[src/design/bdq_pkg.sv]
package bdq_pkg;

    localparam int CAPACITY = 32;
    localparam int AW       = (CAPACITY > 1) ? $clog2(CAPACITY) : 1;
    localparam int LW       = $clog2(CAPACITY + 1);
    localparam int DW       = 32;
    localparam int CW       = 7;
    localparam int OPW      = 3;
    localparam int STW      = 2;
    localparam int TDATA_W  = ((DW + CW + 7) / 8) * 8;

    localparam logic [OPW-1:0] OP_PUSH_BACK  = 3'd0;
    localparam logic [OPW-1:0] OP_PUSH_FRONT = 3'd1;
    localparam logic [OPW-1:0] OP_ERASE      = 3'd2;
    localparam logic [OPW-1:0] OP_POP_FRONT  = 3'd3;
    localparam logic [OPW-1:0] OP_POP_BACK   = 3'd4;
    localparam logic [OPW-1:0] OP_CLEAR      = 3'd5;
    localparam logic [OPW-1:0] OP_READ_FIRST = 3'd6;
    localparam logic [OPW-1:0] OP_READ_LAST  = 3'd7;

    localparam logic [STW-1:0] ST_OK    = 2'd0;
    localparam logic [STW-1:0] ST_FULL  = 2'd1;
    localparam logic [STW-1:0] ST_EMPTY = 2'd2;

    // controller to datapath
    typedef struct packed {
        logic load;
        logic simple;
        logic setup;
        logic rd_issue;
        logic rd_load;
        logic er_step;
        logic er_fin;
    } t_cmd;

    // datapath to controller
    typedef struct packed {
        logic [OPW-1:0] op;
        logic           empty;
        logic           n_zero;
        logic           out_free;
        logic           rd_last;
        logic           er_done;
    } t_sts;

    // physical slot of a logical position, wrapping around the ring
    function automatic logic [AW-1:0] slot(input logic [AW-1:0] head,
                                           input logic [AW-1:0] logical);
        logic [AW:0] sum;
        sum = {1'b0, head} + {1'b0, logical};
        if (sum >= (AW+1)'(CAPACITY)) begin
            sum = sum - (AW+1)'(CAPACITY);
        end
        return sum[AW-1:0];
    endfunction

endpackage

[src/design/bounded_deque_with_value_erase.sv]
// channel   dir  tdata (low bit up)             tuser          tlast
// s_axis    in   value[31:0], count[38:32]      operation[2:0] -
// m_axis    out  value_res[31:0], removed[38:32] status[1:0]   last
//
// push, clear and commands on an empty store: latched, decoded, then loaded into the output register
// pop and read of n entries: one ram read and load per beat, each load waiting for a free output register
// erase: one entry a cycle through the single ram port pair
// reset (i_rst_n low, synchronous) empties the store; ram contents are not cleared
// a new command is taken once the previous one has placed its last result in the
// output register; a stalled m_axis holds a read walk at its current entry
module bounded_deque_with_value_erase import bdq_pkg::*; (
    input  logic               i_clk,
    input  logic               i_rst_n,
    input  logic               s_axis_tvalid,
    output logic               s_axis_tready,
    input  logic [TDATA_W-1:0] s_axis_tdata,   // value, count
    input  logic [OPW-1:0]     s_axis_tuser,   // operation
    output logic               m_axis_tvalid,
    input  logic               m_axis_tready,
    output logic [TDATA_W-1:0] m_axis_tdata,   // value_res, removed
    output logic [STW-1:0]     m_axis_tuser,   // status
    output logic               m_axis_tlast
);

    t_cmd                 cmd;
    t_sts                 sts;
    logic signed [DW-1:0] value_res;
    logic [CW-1:0]        removed;

    bdq_ctrl u_ctrl (
        .i_clk     (i_clk),
        .i_rst_n   (i_rst_n),
        .i_s_valid (s_axis_tvalid),
        .i_sts     (sts),
        .o_cmd     (cmd),
        .o_s_ready (s_axis_tready)
    );

    bdq_dp u_dp (
        .i_clk       (i_clk),
        .i_rst_n     (i_rst_n),
        .i_cmd       (cmd),
        .i_op        (s_axis_tuser),
        .i_value     (s_axis_tdata[DW-1:0]),
        .i_count     (s_axis_tdata[DW+CW-1:DW]),
        .i_m_ready   (m_axis_tready),
        .o_sts       (sts),
        .o_m_valid   (m_axis_tvalid),
        .o_value_res (value_res),
        .o_last      (m_axis_tlast),
        .o_status    (m_axis_tuser),
        .o_removed   (removed)
    );

    assign m_axis_tdata = {{(TDATA_W-DW-CW){1'b0}}, removed, value_res};

`ifndef NO_ASSERTIONS
    a_one_cmd: assert property (@(posedge i_clk) disable iff (!i_rst_n)
        $onehot0(cmd))
        else $error("controller issued more than one datapath command");

    a_load_free: assert property (@(posedge i_clk) disable iff (!i_rst_n)
        (cmd.simple || cmd.rd_load || cmd.er_fin) |-> sts.out_free)
        else $error("result loaded over an unread output beat");

    a_busy_after_accept: assert property (@(posedge i_clk) disable iff (!i_rst_n)
        (s_axis_tvalid && s_axis_tready) |=> !s_axis_tready)
        else $error("input taken again before the command was decoded");

    a_load_on_accept: assert property (@(posedge i_clk) disable iff (!i_rst_n)
        (s_axis_tvalid && s_axis_tready) |-> cmd.load)
        else $error("accepted beat not latched");
`endif

endmodule

[src/design/bdq_ram.sv]
module bdq_ram #(
    parameter int WIDTH = 32,
    parameter int DEPTH = 32
) (
    input  logic                                        i_clk,
    input  logic                                        i_wr_en,
    input  logic [((DEPTH > 1) ? $clog2(DEPTH) : 1)-1:0] i_wr_addr,
    input  logic [WIDTH-1:0]                            i_wr_data,
    input  logic                                        i_rd_en,
    input  logic [((DEPTH > 1) ? $clog2(DEPTH) : 1)-1:0] i_rd_addr,
    output logic [WIDTH-1:0]                            o_rd_data
);

    logic [WIDTH-1:0] r_mem [DEPTH];
    logic [WIDTH-1:0] r_rd_data;

    always_ff @(posedge i_clk) begin
        if (i_wr_en) begin
            r_mem[i_wr_addr] <= i_wr_data;
        end
        if (i_rd_en) begin
            r_rd_data <= r_mem[i_rd_addr];
        end
    end

    assign o_rd_data = r_rd_data;

endmodule

[src/design/bdq_dp.sv]
module bdq_dp import bdq_pkg::*; (
    input  logic                  i_clk,
    input  logic                  i_rst_n,
    input  t_cmd                  i_cmd,
    input  logic [OPW-1:0]        i_op,
    input  logic signed [DW-1:0]  i_value,
    input  logic [CW-1:0]         i_count,
    input  logic                  i_m_ready,
    output t_sts                  o_sts,
    output logic                  o_m_valid,
    output logic signed [DW-1:0]  o_value_res,
    output logic                  o_last,
    output logic [STW-1:0]        o_status,
    output logic [CW-1:0]         o_removed
);

    logic [OPW-1:0]       r_op;
    logic signed [DW-1:0] r_val;
    logic [CW-1:0]        r_cnt;
    logic [AW-1:0]        r_head;
    logic [LW-1:0]        r_len;
    logic [LW-1:0]        r_i;
    logic [LW-1:0]        r_w;
    logic [LW-1:0]        r_n;
    logic [LW-1:0]        r_start;
    logic                 r_pend;
    logic                 r_ovalid;
    logic signed [DW-1:0] r_o_value;
    logic                 r_o_last;
    logic [STW-1:0]       r_o_status;
    logic [CW-1:0]        r_o_removed;

    logic                 full;
    logic                 empty;
    logic                 is_pop;
    logic [CW-1:0]        n_req;
    logic [LW-1:0]        n_clamp;
    logic [LW-1:0]        rd_logical;
    logic                 rd_last;
    logic                 er_active;
    logic                 out_free;
    logic [AW-1:0]        head_dec;

    logic                 ram_wr_en;
    logic [AW-1:0]        ram_wr_addr;
    logic [DW-1:0]        ram_wr_data;
    logic                 ram_rd_en;
    logic [AW-1:0]        ram_rd_addr;
    logic [DW-1:0]        ram_rd_data;

    assign full       = (r_len == LW'(CAPACITY));
    assign empty      = (r_len == '0);
    assign is_pop     = (r_op == OP_POP_FRONT) || (r_op == OP_POP_BACK);
    // count of zero with read first means the whole sequence
    assign n_req      = ((r_op == OP_READ_FIRST) && (r_cnt == '0)) ? CW'(r_len) : r_cnt;
    assign n_clamp    = (n_req > CW'(r_len)) ? r_len : LW'(n_req);
    assign rd_logical = r_start + r_i;
    assign rd_last    = ((r_i + LW'(1)) == r_n);
    assign er_active  = (r_i < r_len);
    assign out_free   = !r_ovalid || i_m_ready;
    assign head_dec   = (r_head == '0) ? AW'(CAPACITY - 1) : r_head - AW'(1);

    assign o_sts.op       = r_op;
    assign o_sts.empty    = empty;
    assign o_sts.n_zero   = (n_clamp == '0);
    assign o_sts.out_free = out_free;
    assign o_sts.rd_last  = rd_last;
    assign o_sts.er_done  = !r_pend && !er_active;

    always_comb begin
        ram_wr_en   = 1'b0;
        ram_wr_addr = slot(r_head, r_w[AW-1:0]);
        ram_wr_data = r_val;
        ram_rd_en   = 1'b0;
        ram_rd_addr = slot(r_head, rd_logical[AW-1:0]);
        if (i_cmd.simple && !full) begin
            if (r_op == OP_PUSH_BACK) begin
                ram_wr_en   = 1'b1;
                ram_wr_addr = slot(r_head, r_len[AW-1:0]);
            end else if (r_op == OP_PUSH_FRONT) begin
                ram_wr_en   = 1'b1;
                ram_wr_addr = head_dec;
            end
        end
        if (i_cmd.rd_issue) begin
            ram_rd_en = 1'b1;
        end
        // compaction: read ahead at r_i, write back survivors at r_w
        if (i_cmd.er_step) begin
            ram_rd_en   = er_active;
            ram_rd_addr = slot(r_head, r_i[AW-1:0]);
            ram_wr_en   = r_pend && (ram_rd_data != r_val);
            ram_wr_data = ram_rd_data;
        end
    end

    bdq_ram #(
        .WIDTH (DW),
        .DEPTH (CAPACITY)
    ) u_ram (
        .i_clk     (i_clk),
        .i_wr_en   (ram_wr_en),
        .i_wr_addr (ram_wr_addr),
        .i_wr_data (ram_wr_data),
        .i_rd_en   (ram_rd_en),
        .i_rd_addr (ram_rd_addr),
        .o_rd_data (ram_rd_data)
    );

    always_ff @(posedge i_clk) begin
        if (!i_rst_n) begin
            r_head   <= '0;
            r_len    <= '0;
            r_i      <= '0;
            r_w      <= '0;
            r_n      <= '0;
            r_start  <= '0;
            r_pend   <= 1'b0;
            r_ovalid <= 1'b0;
        end else begin
            if (i_cmd.simple || i_cmd.rd_load || i_cmd.er_fin) begin
                r_ovalid <= 1'b1;
            end else if (i_m_ready) begin
                r_ovalid <= 1'b0;
            end
            if (i_cmd.simple) begin
                case (r_op)
                    OP_PUSH_BACK: begin
                        if (!full) begin
                            r_len <= r_len + LW'(1);
                        end
                    end
                    OP_PUSH_FRONT: begin
                        if (!full) begin
                            r_head <= head_dec;
                            r_len  <= r_len + LW'(1);
                        end
                    end
                    OP_CLEAR: begin
                        r_head <= '0;
                        r_len  <= '0;
                    end
                    default: begin
                    end
                endcase
            end
            if (i_cmd.setup) begin
                r_i    <= '0;
                r_w    <= '0;
                r_pend <= 1'b0;
                r_n    <= is_pop ? LW'(1) : n_clamp;
                if (r_op == OP_POP_BACK) begin
                    r_start <= r_len - LW'(1);
                end else if (r_op == OP_READ_LAST) begin
                    r_start <= r_len - n_clamp;
                end else begin
                    r_start <= '0;
                end
            end
            if (i_cmd.rd_load) begin
                r_i      <= r_i + LW'(1);
                if (is_pop) begin
                    r_len <= r_len - LW'(1);
                end
                if (r_op == OP_POP_FRONT) begin
                    r_head <= slot(r_head, AW'(1));
                end
            end
            if (i_cmd.er_step) begin
                r_pend <= er_active;
                if (er_active) begin
                    r_i <= r_i + LW'(1);
                end
                if (ram_wr_en) begin
                    r_w <= r_w + LW'(1);
                end
            end
            if (i_cmd.er_fin) begin
                r_len    <= r_w;
            end
        end
    end

    always_ff @(posedge i_clk) begin
        if (i_cmd.load) begin
            r_op  <= i_op;
            r_val <= i_value;
            r_cnt <= i_count;
        end
        if (i_cmd.simple) begin
            r_o_value   <= '0;
            r_o_last    <= 1'b1;
            r_o_removed <= '0;
            case (r_op)
                OP_PUSH_BACK, OP_PUSH_FRONT: begin
                    r_o_status <= full ? ST_FULL : ST_OK;
                end
                OP_CLEAR: begin
                    r_o_status  <= ST_OK;
                    r_o_removed <= CW'(r_len);
                end
                default: begin
                    r_o_status <= empty ? ST_EMPTY : ST_OK;
                end
            endcase
        end
        if (i_cmd.rd_load) begin
            r_o_value   <= ram_rd_data;
            r_o_last    <= rd_last;
            r_o_status  <= ST_OK;
            r_o_removed <= is_pop ? CW'(1) : '0;
        end
        if (i_cmd.er_fin) begin
            r_o_value   <= '0;
            r_o_last    <= 1'b1;
            r_o_status  <= ST_OK;
            r_o_removed <= CW'(r_len - r_w);
        end
    end

    assign o_m_valid   = r_ovalid;
    assign o_value_res = r_o_value;
    assign o_last      = r_o_last;
    assign o_status    = r_o_status;
    assign o_removed   = r_o_removed;

endmodule

[src/design/bdq_ctrl.sv]
module bdq_ctrl import bdq_pkg::*; (
    input  logic i_clk,
    input  logic i_rst_n,
    input  logic i_s_valid,
    input  t_sts i_sts,
    output t_cmd o_cmd,
    output logic o_s_ready
);

    localparam logic [2:0] S_IDLE     = 3'd0;
    localparam logic [2:0] S_DECODE   = 3'd1;
    localparam logic [2:0] S_RD_ISSUE = 3'd2;
    localparam logic [2:0] S_RD_LOAD  = 3'd3;
    localparam logic [2:0] S_ERASE    = 3'd4;
    localparam logic [2:0] S_ER_FIN   = 3'd5;

    logic [2:0] r_state;
    logic [2:0] n_state;

    always_comb begin
        n_state = r_state;
        o_cmd   = '0;
        case (r_state)
            S_IDLE: begin
                if (i_s_valid) begin
                    o_cmd.load = 1'b1;
                    n_state    = S_DECODE;
                end
            end
            S_DECODE: begin
                case (i_sts.op)
                    OP_PUSH_BACK, OP_PUSH_FRONT, OP_CLEAR: begin
                        if (i_sts.out_free) begin
                            o_cmd.simple = 1'b1;
                            n_state      = S_IDLE;
                        end
                    end
                    OP_ERASE: begin
                        if (!i_sts.empty) begin
                            o_cmd.setup = 1'b1;
                            n_state     = S_ERASE;
                        end else if (i_sts.out_free) begin
                            o_cmd.simple = 1'b1;
                            n_state      = S_IDLE;
                        end
                    end
                    OP_POP_FRONT, OP_POP_BACK: begin
                        if (!i_sts.empty) begin
                            o_cmd.setup = 1'b1;
                            n_state     = S_RD_ISSUE;
                        end else if (i_sts.out_free) begin
                            o_cmd.simple = 1'b1;
                            n_state      = S_IDLE;
                        end
                    end
                    default: begin
                        // read first or read last
                        if (!i_sts.empty && !i_sts.n_zero) begin
                            o_cmd.setup = 1'b1;
                            n_state     = S_RD_ISSUE;
                        end else if (i_sts.out_free) begin
                            o_cmd.simple = 1'b1;
                            n_state      = S_IDLE;
                        end
                    end
                endcase
            end
            S_RD_ISSUE: begin
                o_cmd.rd_issue = 1'b1;
                n_state        = S_RD_LOAD;
            end
            S_RD_LOAD: begin
                if (i_sts.out_free) begin
                    o_cmd.rd_load = 1'b1;
                    n_state       = i_sts.rd_last ? S_IDLE : S_RD_ISSUE;
                end
            end
            S_ERASE: begin
                if (i_sts.er_done) begin
                    n_state = S_ER_FIN;
                end else begin
                    o_cmd.er_step = 1'b1;
                end
            end
            S_ER_FIN: begin
                if (i_sts.out_free) begin
                    o_cmd.er_fin = 1'b1;
                    n_state      = S_IDLE;
                end
            end
            default: begin
                n_state = S_IDLE;
            end
        endcase
    end

    always_ff @(posedge i_clk) begin
        if (!i_rst_n) begin
            r_state <= S_IDLE;
        end else begin
            r_state <= n_state;
        end
    end

    assign o_s_ready = (r_state == S_IDLE);

endmodule
[config.mk]
export PLATFORM = sky130hd
export DESIGN_NAME = bounded_deque_with_value_erase
export DESIGN_NICKNAME = d
export VERILOG_FILES = /design/src/design/bdq_pkg.sv /design/src/design/bounded_deque_with_value_erase.sv /design/src/design/bdq_ram.sv /design/src/design/bdq_dp.sv /design/src/design/bdq_ctrl.sv
export SDC_FILE = /design/constraint.sdc
export NUM_CORES = 1
export LEC_CHECK = 0
export ABC_AREA = 1
export BUFFER_PORTS_ARGS = -buffer_cell sky130_fd_sc_hd__buf_4
export CELL_PAD_IN_SITES_DETAIL_PLACEMENT = 1
export CELL_PAD_IN_SITES_GLOBAL_PLACEMENT = 2
export CORE_MARGIN = 3
export CORE_UTILIZATION = 40
export CTS_CLUSTER_DIAMETER = 50
export DETAILED_ROUTE_END_ITERATION = 12
export PLACE_DENSITY_LB_ADDON = 0.1
export SLEW_MARGIN = 20
export SYNTH_ARGS = -nofsm -noshare
export SYNTH_HDL_FRONTEND = slang
export SYNTH_SLANG_ARGS = --single-unit
[constraint.sdc]
create_clock -name i_clk -period 4.7 [get_ports i_clk]
set_clock_uncertainty 0.15 [all_clocks]
set_input_delay 0.94 -clock i_clk [delete_from_list [all_inputs] [get_ports i_clk]]
set_output_delay 0.94 -clock i_clk [all_outputs]
set_load 0.005 [all_outputs]
After elaboration in Yosys (flattened, before gate mapping):

Memory sizes are Yosys's and may differ from the RTL's. A register that Yosys moved wholly into a read port is not among the register bits.
Cells that the tools add are included.

* magnitude comparators: 7
* equal/unequal tests: 18
* multiplexer cells: 83
* add/sub/neg operators: 18
* reduce and logical (&&, ||, !) cells: 31

Operator list (number)
* two-way mux 32 bit: 3
* two-way mux 6 bit: 15
* two-way mux 5 bit: 16
* inequality test 32 bit: 1
* >= comparator 6 bit, second input constant: 5
* subtractor 5 x 1 -> 5 bit, second input constant: 6
* two-way mux 1 bit: 28
* two-way mux 7 bit: 4
* adder 5 x 5 -> 6 bit: 4
* two-way mux 3 bit: 7
* adder 6 x 1 -> 6 bit, second input constant: 3
* equality test 3 bit, second input constant: 6
* one-hot mux 3 bit (6 select lines): 1
* equality test 3 x 2 -> 1 bit, second input constant: 4
* logical NOT 6 bit: 2
* one-hot mux 6 bit (2 select lines): 1
* one-hot mux 5 bit (2 select lines): 1
* one-hot mux 3 bit (3 select lines): 1
* > comparator 7 x 6 -> 1 bit: 1
* logical NOT 7 bit: 1
* subtractor 6 x 6 -> 7 bit: 1
* adder 5 x 1 -> 6 bit, second input constant: 1
* equality test 3 x 1 -> 1 bit, second input constant: 2
* equality test 6 bit: 1
* 20 further kinds: 42

* logic and storage cells: 174
* bits in registers: 123
* output and inout bits: 45
* memories kept: 1
* bits in writable memories: 1024
* input port bits: 47

Memory list
* u_dp.u_ram.r_mem: depth 32, width 32, rd ports 1, clocked after memory_dff 1, wr ports 1, RTL line bdq_ram.sv:14 `logic [WIDTH-1:0] r_mem [DEPTH];`

Longest topological paths before layout:

Gate-level depths: netlist (run 1).

* word-level depth: 16
* mapped depth: 29
* depth with buffers taken out: 29

By module:

A second synthesis (run 1) with hierarchy kept.

* cell total of the unflattened synthesis: 4510
* area total of the unflattened synthesis: 50308.2 um^2

Modules (own cells, without submodules)
* bdq_ram: seq. area each 31710.4 um^2, area an instance 42726.0 um^2, cells each 3536, times used 1
* bdq_dp: seq. area each 2892.8 um^2, area an instance 7274.5 um^2, cells each 919, times used 1
* bdq_ctrl: seq. area each 60.1 um^2, area an instance 296.5 um^2, cells each 53, times used 1
* bounded_deque_with_value_erase: seq. area each 0.0 um^2, area an instance 11.3 um^2, cells each 2, times used 1

Least setup slack after synthesis (run 1):

Ideal clock, no wire load.

* path kind: register to register
* start: reg u_dp.r_len[4]
* end: reg u_dp.u_ram.r_rd_data[30] (netlist: u_dp.u_ram.o_rd_data[30]) (read register of u_dp.u_ram.r_mem), data pin
* library setup time: 0.260 ns
* cell stages (with the launch flop): 26
* data arrival time: 4.377 ns
* clock period less this slack: 4.786 ns
* data required time: 4.290 ns
* slack: -0.086 ns
* cells stage by stage: dfxtp_1 -> clkbuf_1 -> inv_1 -> ha_1 -> nand2_1 -> o21a_1 -> nand3_1 -> inv_2 -> nor2_2 -> clkbuf_1 -> clkbuf_1 -> nand2_1 -> o21ai_0 -> ha_1 -> inv_1 -> fa_1 -> clkbuf_1 -> inv_1 -> clkbuf_1 -> clkbuf_1 -> clkbuf_1 -> o211ai_1 -> a21oi_1 -> a31oi_1 -> nand2_1 -> o31ai_1

* cells in the longest elaborated chain, start to end: 6
* elaborated cells on any way between the ends: 7

RTL lines
* start, declared: RTL line bdq_dp.sv:21 `logic [LW-1:0] r_len;`
* start signal, assigned: RTL line bdq_dp.sv:130 `r_len <= r_len + LW'(1);`
* start signal, assigned: RTL line bdq_dp.sv:136 `r_len <= r_len + LW'(1);`
* start signal, assigned: RTL line bdq_dp.sv:163 `r_len <= r_len - LW'(1);`
* less-than comparator 6 bit *: RTL line bdq_dp.sv:59 `assign er_active = (r_i < r_len);`
* logical NOT 1 bit: RTL line bdq_dp.sv:68 `assign o_sts.er_done = !r_pend && !er_active;`
* logical AND 1 bit: RTL line bdq_dp.sv:68
* two-way mux 1 bit: RTL line bdq_ctrl.sv:79 `if (i_sts.er_done) begin`
* two-way mux 1 bit: RTL line bdq_ctrl.sv:23 `case (r_state)`
* two-way mux 5 bit or two-way mux 1 bit (tied branches): RTL line bdq_dp.sv:89 `if (i_cmd.er_step) begin`
* end, declared: RTL line bdq_ram.sv:15 `logic [WIDTH-1:0] r_rd_data;`

Mark *: on every way between the ends. The rest lies on a longest branch, timed or not.
A chain may end at the register's enable or synchronous reset.

Worst setup path in the final report (run 1):

* start: reg u_dp.r_i[5]
* end: reg u_dp.u_ram.r_rd_data[18] (netlist: u_dp.u_ram.o_rd_data[18]) (read register of u_dp.u_ram.r_mem), data pin

* cells in the longest elaborated chain, start to end: 6
* elaborated cells on any way between the ends: 7

RTL lines
* start, declared: RTL line bdq_dp.sv:22 `logic [LW-1:0] r_i;`
* start signal, assigned: RTL line bdq_dp.sv:161 `r_i <= r_i + LW'(1);`
* start signal, assigned: RTL line bdq_dp.sv:172 `r_i <= r_i + LW'(1);`
* less-than comparator 6 bit *: RTL line bdq_dp.sv:59
* logical NOT 1 bit: RTL line bdq_dp.sv:68
* logical AND 1 bit: RTL line bdq_dp.sv:68
* two-way mux 1 bit: RTL line bdq_ctrl.sv:79
* two-way mux 1 bit: RTL line bdq_ctrl.sv:23
* two-way mux 5 bit or two-way mux 1 bit (tied branches): RTL line bdq_dp.sv:89

Marked as above.

==> results of run 1 <==
layout make-up:
type                    instances  share of cell area (%)
flip-flops and latches       1179                    57.7
multi-input cells            2062                    21.8
clock buffers                 187                    6.66
repair buffers                362                    6.66
well taps                    1625                    3.39
inverters                     405                    2.55
clock inverters                82                    1.19
routing by layer:
metal / vias up / GRT usage (%) / share of wire, %
met5: - / 0 / 0
met2: 663 / 40.5 / 49
li1: 14775 / - / -
met1: 16562 / 32.2 / 44
met4: 0 / 6.51 / 2.6
met3: 229 / 3.14 / 4.2
worst paths after layout:
| path | from | endpoint | slack [ps] |
|---|---|---|---|
| max | u_dp.r_i[5] | u_dp.u_ram.o_rd_data[18] | 280 |
| min | s_axis_tdata[3] | u_dp.r_val[3] | 200 |
| max reg2reg | u_dp.r_i[5] | u_dp.u_ram.o_rd_data[18] | 280 |
| min reg2reg | u_dp.r_n[1] | u_dp.r_n[1] | 330 |
cell usage after synthesis (3+ instances only):
library cell | count | area [um2]
clkbuf_1 | 169 | 634
or2_2 | 11 | 68.8
mux2i_1 | 256 | 2560
o2111ai_1 | 3 | 26.3
inv_2 | 10 | 37.5
a211oi_1 | 4 | 30.0
nand2_1 | 289 | 1080
buf_1 | 14 | 52.6
nor2_4 | 4 | 45.0
dfxtp_1 | 74 | 1480
xnor2_1 | 31 | 272
nand2_2 | 3 | 18.8
nand4_1 | 16 | 100
nor3_1 | 7 | 35.0
nand3_2 | 14 | 140
o21ai_1 | 4 | 20.0
fa_1 | 6 | 120
edfxtp_1 | 1105 | 33200
nor2_2 | 6 | 37.5
nor2_1 | 117 | 439
buf_2 | 40 | 200
o22ai_1 | 5 | 31.3
o21ai_0 | 438 | 2190
a31oi_1 | 38 | 238
nand3_1 | 89 | 445
xor2_1 | 21 | 184
a21oi_1 | 402 | 2010
ha_1 | 43 | 538
o31ai_1 | 32 | 240
o211ai_1 | 197 | 1480
inv_1 | 394 | 1480
o21ai_2 | 5 | 43.8
flip-flops by register name (all words and copies together) (netlist names), 7 cells and up:
signal                cells
u_dp.r_val               32
u_dp.u_ram.r_mem       1024
u_dp.u_ram.o_rd_data     32
u_dp.r_cnt                7
u_dp.o_value_res         32
u_dp.o_removed            7
power by group:
group | leakage, nW | switching (mW) | internal (mW)
logic | 8.00 | 0.890 | 0.448
registers | 10.6 | 0.0485 | 11.6
clock network | 2.28 | 4.51 | 6.41
worst reg2reg max path: stages, from the launching register on:
cell and delay, ps:
dfxtp_1 420, ha_1 280, a21oi_1 140, o21a_1 130, nand3_1 100, inv_2 100, nor2_4 40, buf_4 130
inv_1 80, nand2_1 50, o21ai_1 160, inv_1 100, fa_4 920, inv_8 140, buf_12 230, buf_4 230
o211ai_1 220, a21oi_1 120, a31oi_1 240, nand2_1 100, o31ai_1 100
through the flow:
stage / instance area [um2] / power [mW] / instances
global route: 60000 / 24.7 / 5902
detailed placement: 55100 / 13.2 / 5619
finish: 60000 / 23.9 / 5902
floorplan: 49700 / 12.6 / 3871
CTS: 59800 / 24.1 / 5888
global placement: 55100 / 13.2 / 5619
cells by family after synthesis:
| family | Yosys count | share of synthesized area, % |
|---|---|---|
| AO/OA/AOI/OAI | 1138 | 12.9 |
| flip-flops | 1179 | 69.8 |
| multiplexers | 256 | 5.16 |
| buffers and inverters | 630 | 4.88 |
| other | 1 | 0.00755 |
| adder cells (fa/ha/maj) | 49 | 1.32 |
| XOR/XNOR | 53 | 0.949 |
| AND/OR/NAND/NOR | 565 | 5.05 |
repair_timing:
item                       in CTS  in global routing
setup buffers                   0                 11
setup endpoints to repair       0               1011
gates resized for setup         0                 12
==> flow_summary.yaml, run 1 <==
synthesis:
  synth_nets: 3967
  synth.yosys.seq_area_share_pct: 69.8
  ys_ff_latch: 1179
  post_synth.cell_area_avg_um2: 12.8
  synth_area_mm2: 0.0497
  syn_inst: 3871
  synth-async-reset-ratio_pct: 0
  synth_ff_type: "edfxtp_1"
  synth.distinct_cells: 52
  synth_enable_flop_cells: 1105
  yosysWarnings: 0
hold_path:
  holdPathStages: 1
  hold_path.class: "input port to flip-flop"
route:
  totalWireLength_mm: 154
  drtIter0Drc: 2382
  vias_per_cell: 5.46
  wl_per_cell_um: 26.1
  route.detailed.drc: 0
  ant_nets: 0
  via_count: 32229
  drtPass1Iterations: 5
job:
  maxCapViolCount: 0
timing:
  period_needed_ps: 4420
  fmax_ghz: 0.226
  period_share_pct: 94.0
  setup_ws_ps: 281
  finalMaxSlewViolations: 0
  hold_violations: 0
  tns_ps: 0
  rsz0062_at_grt: "no"
  relSlewSlack_pct: 36.0
  finalSetupViolations: 0
  hold_ws_ps: 198
  worstMarginPinSlew_ps: 960
global_routing:
  grtUsageTotal_pct: 23.8
  grt_pass1_wl_mm: 223
  overflow: 0
  grt_pass1_vias: 32519
  grt_max_degree: 120
  grt_antenna_before_repair: 3
cts:
  cts-root-buf: "clkbuf_16"
  clkLatencyLatePin_ps: 770
  htreeDepth: 4
  numCtsBuffers: 149
  clock_sinks: 1179
  max-clock-path-buffers: 3
  cts_tree: "done"
  cts_hold_buf: 0
  clkTransAtPathRegs_ps: 50
cells_and_area:
  ff_latch_area_mm2: 0.0347
  final_cell_mix: "1,105 x edfxtp_1, 405 x o21ai_0, 402 x a21oi_1, 391 x inv_1, 289 x nand2_1"
  nFillCells: 12247
  area_delta_synth_final_pct: 20.8
  num-nets-final: 4255
  multi_input_area_mm2: 0.0131
  drive_above_1_share_pct: 16.8
  insertedDiodeCount: 0
  layout_commonest_cell: "edfxtp_1"
  fin_util_pct: 49.0
placement:
  gp_congestion: 0.810
  io_buffers: 89
  post-place-ws_ps: 172
  dp_hpwl_mm: 96.2
setup_path:
  worstPathArrival_ps: 4810
  cp_cell_sequence: "ha_1, a21oi_1, o21a_1, nand3_1, inv_2, nor2_4, buf_4, inv_1, nand2_1, o21ai_1, inv_1, fa_4, inv_8, buf_12, buf_4, o211ai_1, a21oi_1, a31oi_1, nand2_1, o31ai_1"
  slowest_stage: "fa_4"
  crit_path_max_incr_delay_ps: 920
  ff2ff_path_depth: 20
  path_max_fanout: 38
  crit_buf_inv: 7
  cp-start-kind: "flip-flop"
  path_depth: 20
  endpoint_kind: "flip-flop"
  crit_type: "flip-flop to flip-flop"
  cp.required_ps: 5090
  cp_top_family: "adder cells"
status:
  status: "finished clean"
die:
  fp.dieH_um: 358
  floorplan.die_area_mm2: 0.128
  num_rows: 128
  dieWidth_um: 358
  core-area_mm2: 0.123
  initial_core_util_pct: 40.6
  ios: 92
power:
  ir_worst_vdd_uv: 365
  power_density_mw_per_mm2: 398
  leakage_nw: 20.8
No activity file was read; power rests on OpenSTA's default activity.
==> inputs of run 2 (changes only) <==
--- a/config.mk
+++ b/config.mk
@@ -13,7 +13,7 @@
 export CORE_UTILIZATION = 40
 export CTS_CLUSTER_DIAMETER = 50
 export DETAILED_ROUTE_END_ITERATION = 12
-export PLACE_DENSITY_LB_ADDON = 0.1
+export PLACE_DENSITY = 0.86
 export SLEW_MARGIN = 20
 export SYNTH_ARGS = -nofsm -noshare
 export SYNTH_HDL_FRONTEND = slang
==> run 2 against run 1 <==
  * Non-clock buffer count is 53 lower
  * Sequential power hardly changed
  * Register-to-register slack worse by 50 ps
  * Die area stayed put
  * Utilization is 0.44 points lower
  * Final cell count is 1.2% lower
  * Sequential cell count stayed put
  * Sequential share of layout area is 0.52 points higher
  * Critical path depth is 1 higher
  * Clock power hardly changed
  * Setup slack worse by 49 ps
==> flow_summary.yaml, run 2 (synthesis gave the netlist of run 1 again) <==
cells_and_area:
  final_cell_mix: "1,105 x edfxtp_1, 405 x o21ai_0, 402 x a21oi_1, 391 x inv_1, 289 x nand2_1"
  regMostFlops: "u_dp.u_ram.r_mem"
  insertedDiodeCount: 0
  largest_reg_flops: 1024
  num-nets-final: 4192
  fin_util_pct: 48.6
  drive_above_1_share_pct: 15.5
  area_delta_synth_final_pct: 19.7
  layout_commonest_cell: "edfxtp_1"
setup_path:
  endpoint_kind: "flip-flop"
  slowest_stage: "fa_4"
  crit_path_max_incr_delay_ps: 740
  cp_top_family: "compound AO/OA/AOI/OAI gates"
  worstPathArrival_ps: 4790
  cp-start-kind: "flip-flop"
  cp_cell_sequence: "ha_1, a21oi_1, o21a_1, nand3_1, inv_2, nor2_4, nand2_1, o21ai_0, buf_4, ha_4, inv_1, fa_4, buf_12, buf_4, a21oi_1, o21ai_0, o21ai_0, nand2_1, a31oi_1, nand2_1, o31ai_1"
  cp.required_ps: 5020
  crit_buf_inv: 5
  path_max_fanout: 28
  crit_type: "flip-flop to flip-flop"
global_routing:
  grtUsageTotal_pct: 23.8
  grt_pass1_vias: 34928
  overflow: 0
  grt_antenna_before_repair: 2
  grt_max_degree: 112
  grt_pass1_wl_mm: 227
die:
  initial_core_util_pct: 40.6
  fp.dieH_um: 358
  core-area_mm2: 0.123
  dieWidth_um: 358
  floorplan.die_area_mm2: 0.128
  ios: 92
  num_rows: 128
timing:
  relSlewSlack_pct: 40.2
  finalMaxSlewViolations: 0
  rsz0062_at_grt: "no"
  period_needed_ps: 4470
  tns_ps: 0
  setup_ws_ps: 232
  finalSetupViolations: 0
  period_share_pct: 95.1
  hold_violations: 0
  fmax_ghz: 0.224
  worstMarginPinSlew_ps: 897
cts:
  clkTransAtPathRegs_ps: 60
  numCtsBuffers: 139
  clock_sinks: 1179
  cts-root-buf: "clkbuf_16"
  cts_tree: "done"
  max-clock-path-buffers: 3
  htreeDepth: 4
  cts_hold_buf: 0
  clkLatencyLatePin_ps: 760
power:
  leakage_nw: 20.5
  clkPwrFrac_pct: 45.8
  ir_worst_vdd_uv: 281
  swShare_pct: 22.6
  power_density_mw_per_mm2: 402
  p_int_mw: 18.5
  total_power_mw: 23.9
  pwr-share-comb_pct: 5.5
  switchingPower_mw: 5.41
  seqPwrFrac_pct: 48.7
hold_path:
  hold_path.class: "input port to flip-flop"
route:
  route.detailed.drc: 0
  via_count: 33222
  drtIter0Drc: 3263
  wl_per_cell_um: 26.5
  totalWireLength_mm: 155
  vias_per_cell: 5.70
  ant_nets: 0
  drtPass1Iterations: 5
placement:
  gp_congestion: 0.867
  io_buffers: 89
  post-place-ws_ps: 165
  dp_hpwl_mm: 94.0
status:
  status: "finished clean"
job:
  maxCapViolCount: 0
run 2: changes by cell type in the layout (fill, tap and decap cells not counted), moves of 8 or more:
| cell | previous run | this run |
|---|---|---|
| o21ai_4 | 3 | 12 |
| clkbuf_1 | 31 | 22 |
| buf_4 | 259 | 218 |
| o21ai_2 | 34 | 26 |
| bufinv_16 | 6 | 15 |
| clkbuf_16 | 157 | 143 |
run 2: what timing repair did:
item | in CTS | in global routing
endpoints found under the setup margin | 0 | 30
buffers inserted | 0 | 1
gates resized for setup | 0 | 6
run 2: layer usage:
layer	global-route usage [%]	part of all wire (%)
met5	0	0.0071
met4	10.2	4.2
met3	3.93	6.4
met2	40.6	50
met1	30.0	40
run 2: worst paths after layout:
kind	from	end	slack (ps)	cells past startpoint
max	u_dp.r_i[5]	u_dp.u_ram.o_rd_data[11]	230	21
min	s_axis_tdata[12]	u_dp.r_val[12]	210	1
min reg2reg	u_dp.r_n[1]	u_dp.r_n[1]	340	2
max reg2reg	u_dp.r_i[5]	u_dp.u_ram.o_rd_data[11]	230	21
run 2: cell type report:
cell class | instances | area [um2]
clock buffers | 166 | 3670
clock inverters | 86 | 981
fillers | 12304 | 63000
inverters | 405 | 1530
multi-input cells | 2062 | 13100
flip-flops and latches | 1179 | 34700
well taps | 1625 | 2030
repair buffers | 309 | 3460
run 2: power groups by stage:
stage | sequential (mW) | combinational, mW | clock (mW)
floorplan | 11.8 | 0.724 | 0
global placement | 11.8 | 1.22 | 0
detailed placement | 11.9 | 1.27 | 0
CTS | 11.6 | 1.29 | 11.1
global route | 11.6 | 1.41 | 11.5
finish | 11.6 | 1.30 | 10.9
run 2: through the flow:
step                cell area [um2]  std cells  hold slack [ps]
global route                  59500       5832              182
detailed placement            54700       5579              325
finish                        59500       5832              212
CTS                           59400       5831              161
global placement              54700       5579              321
floorplan                     49700       3871              297
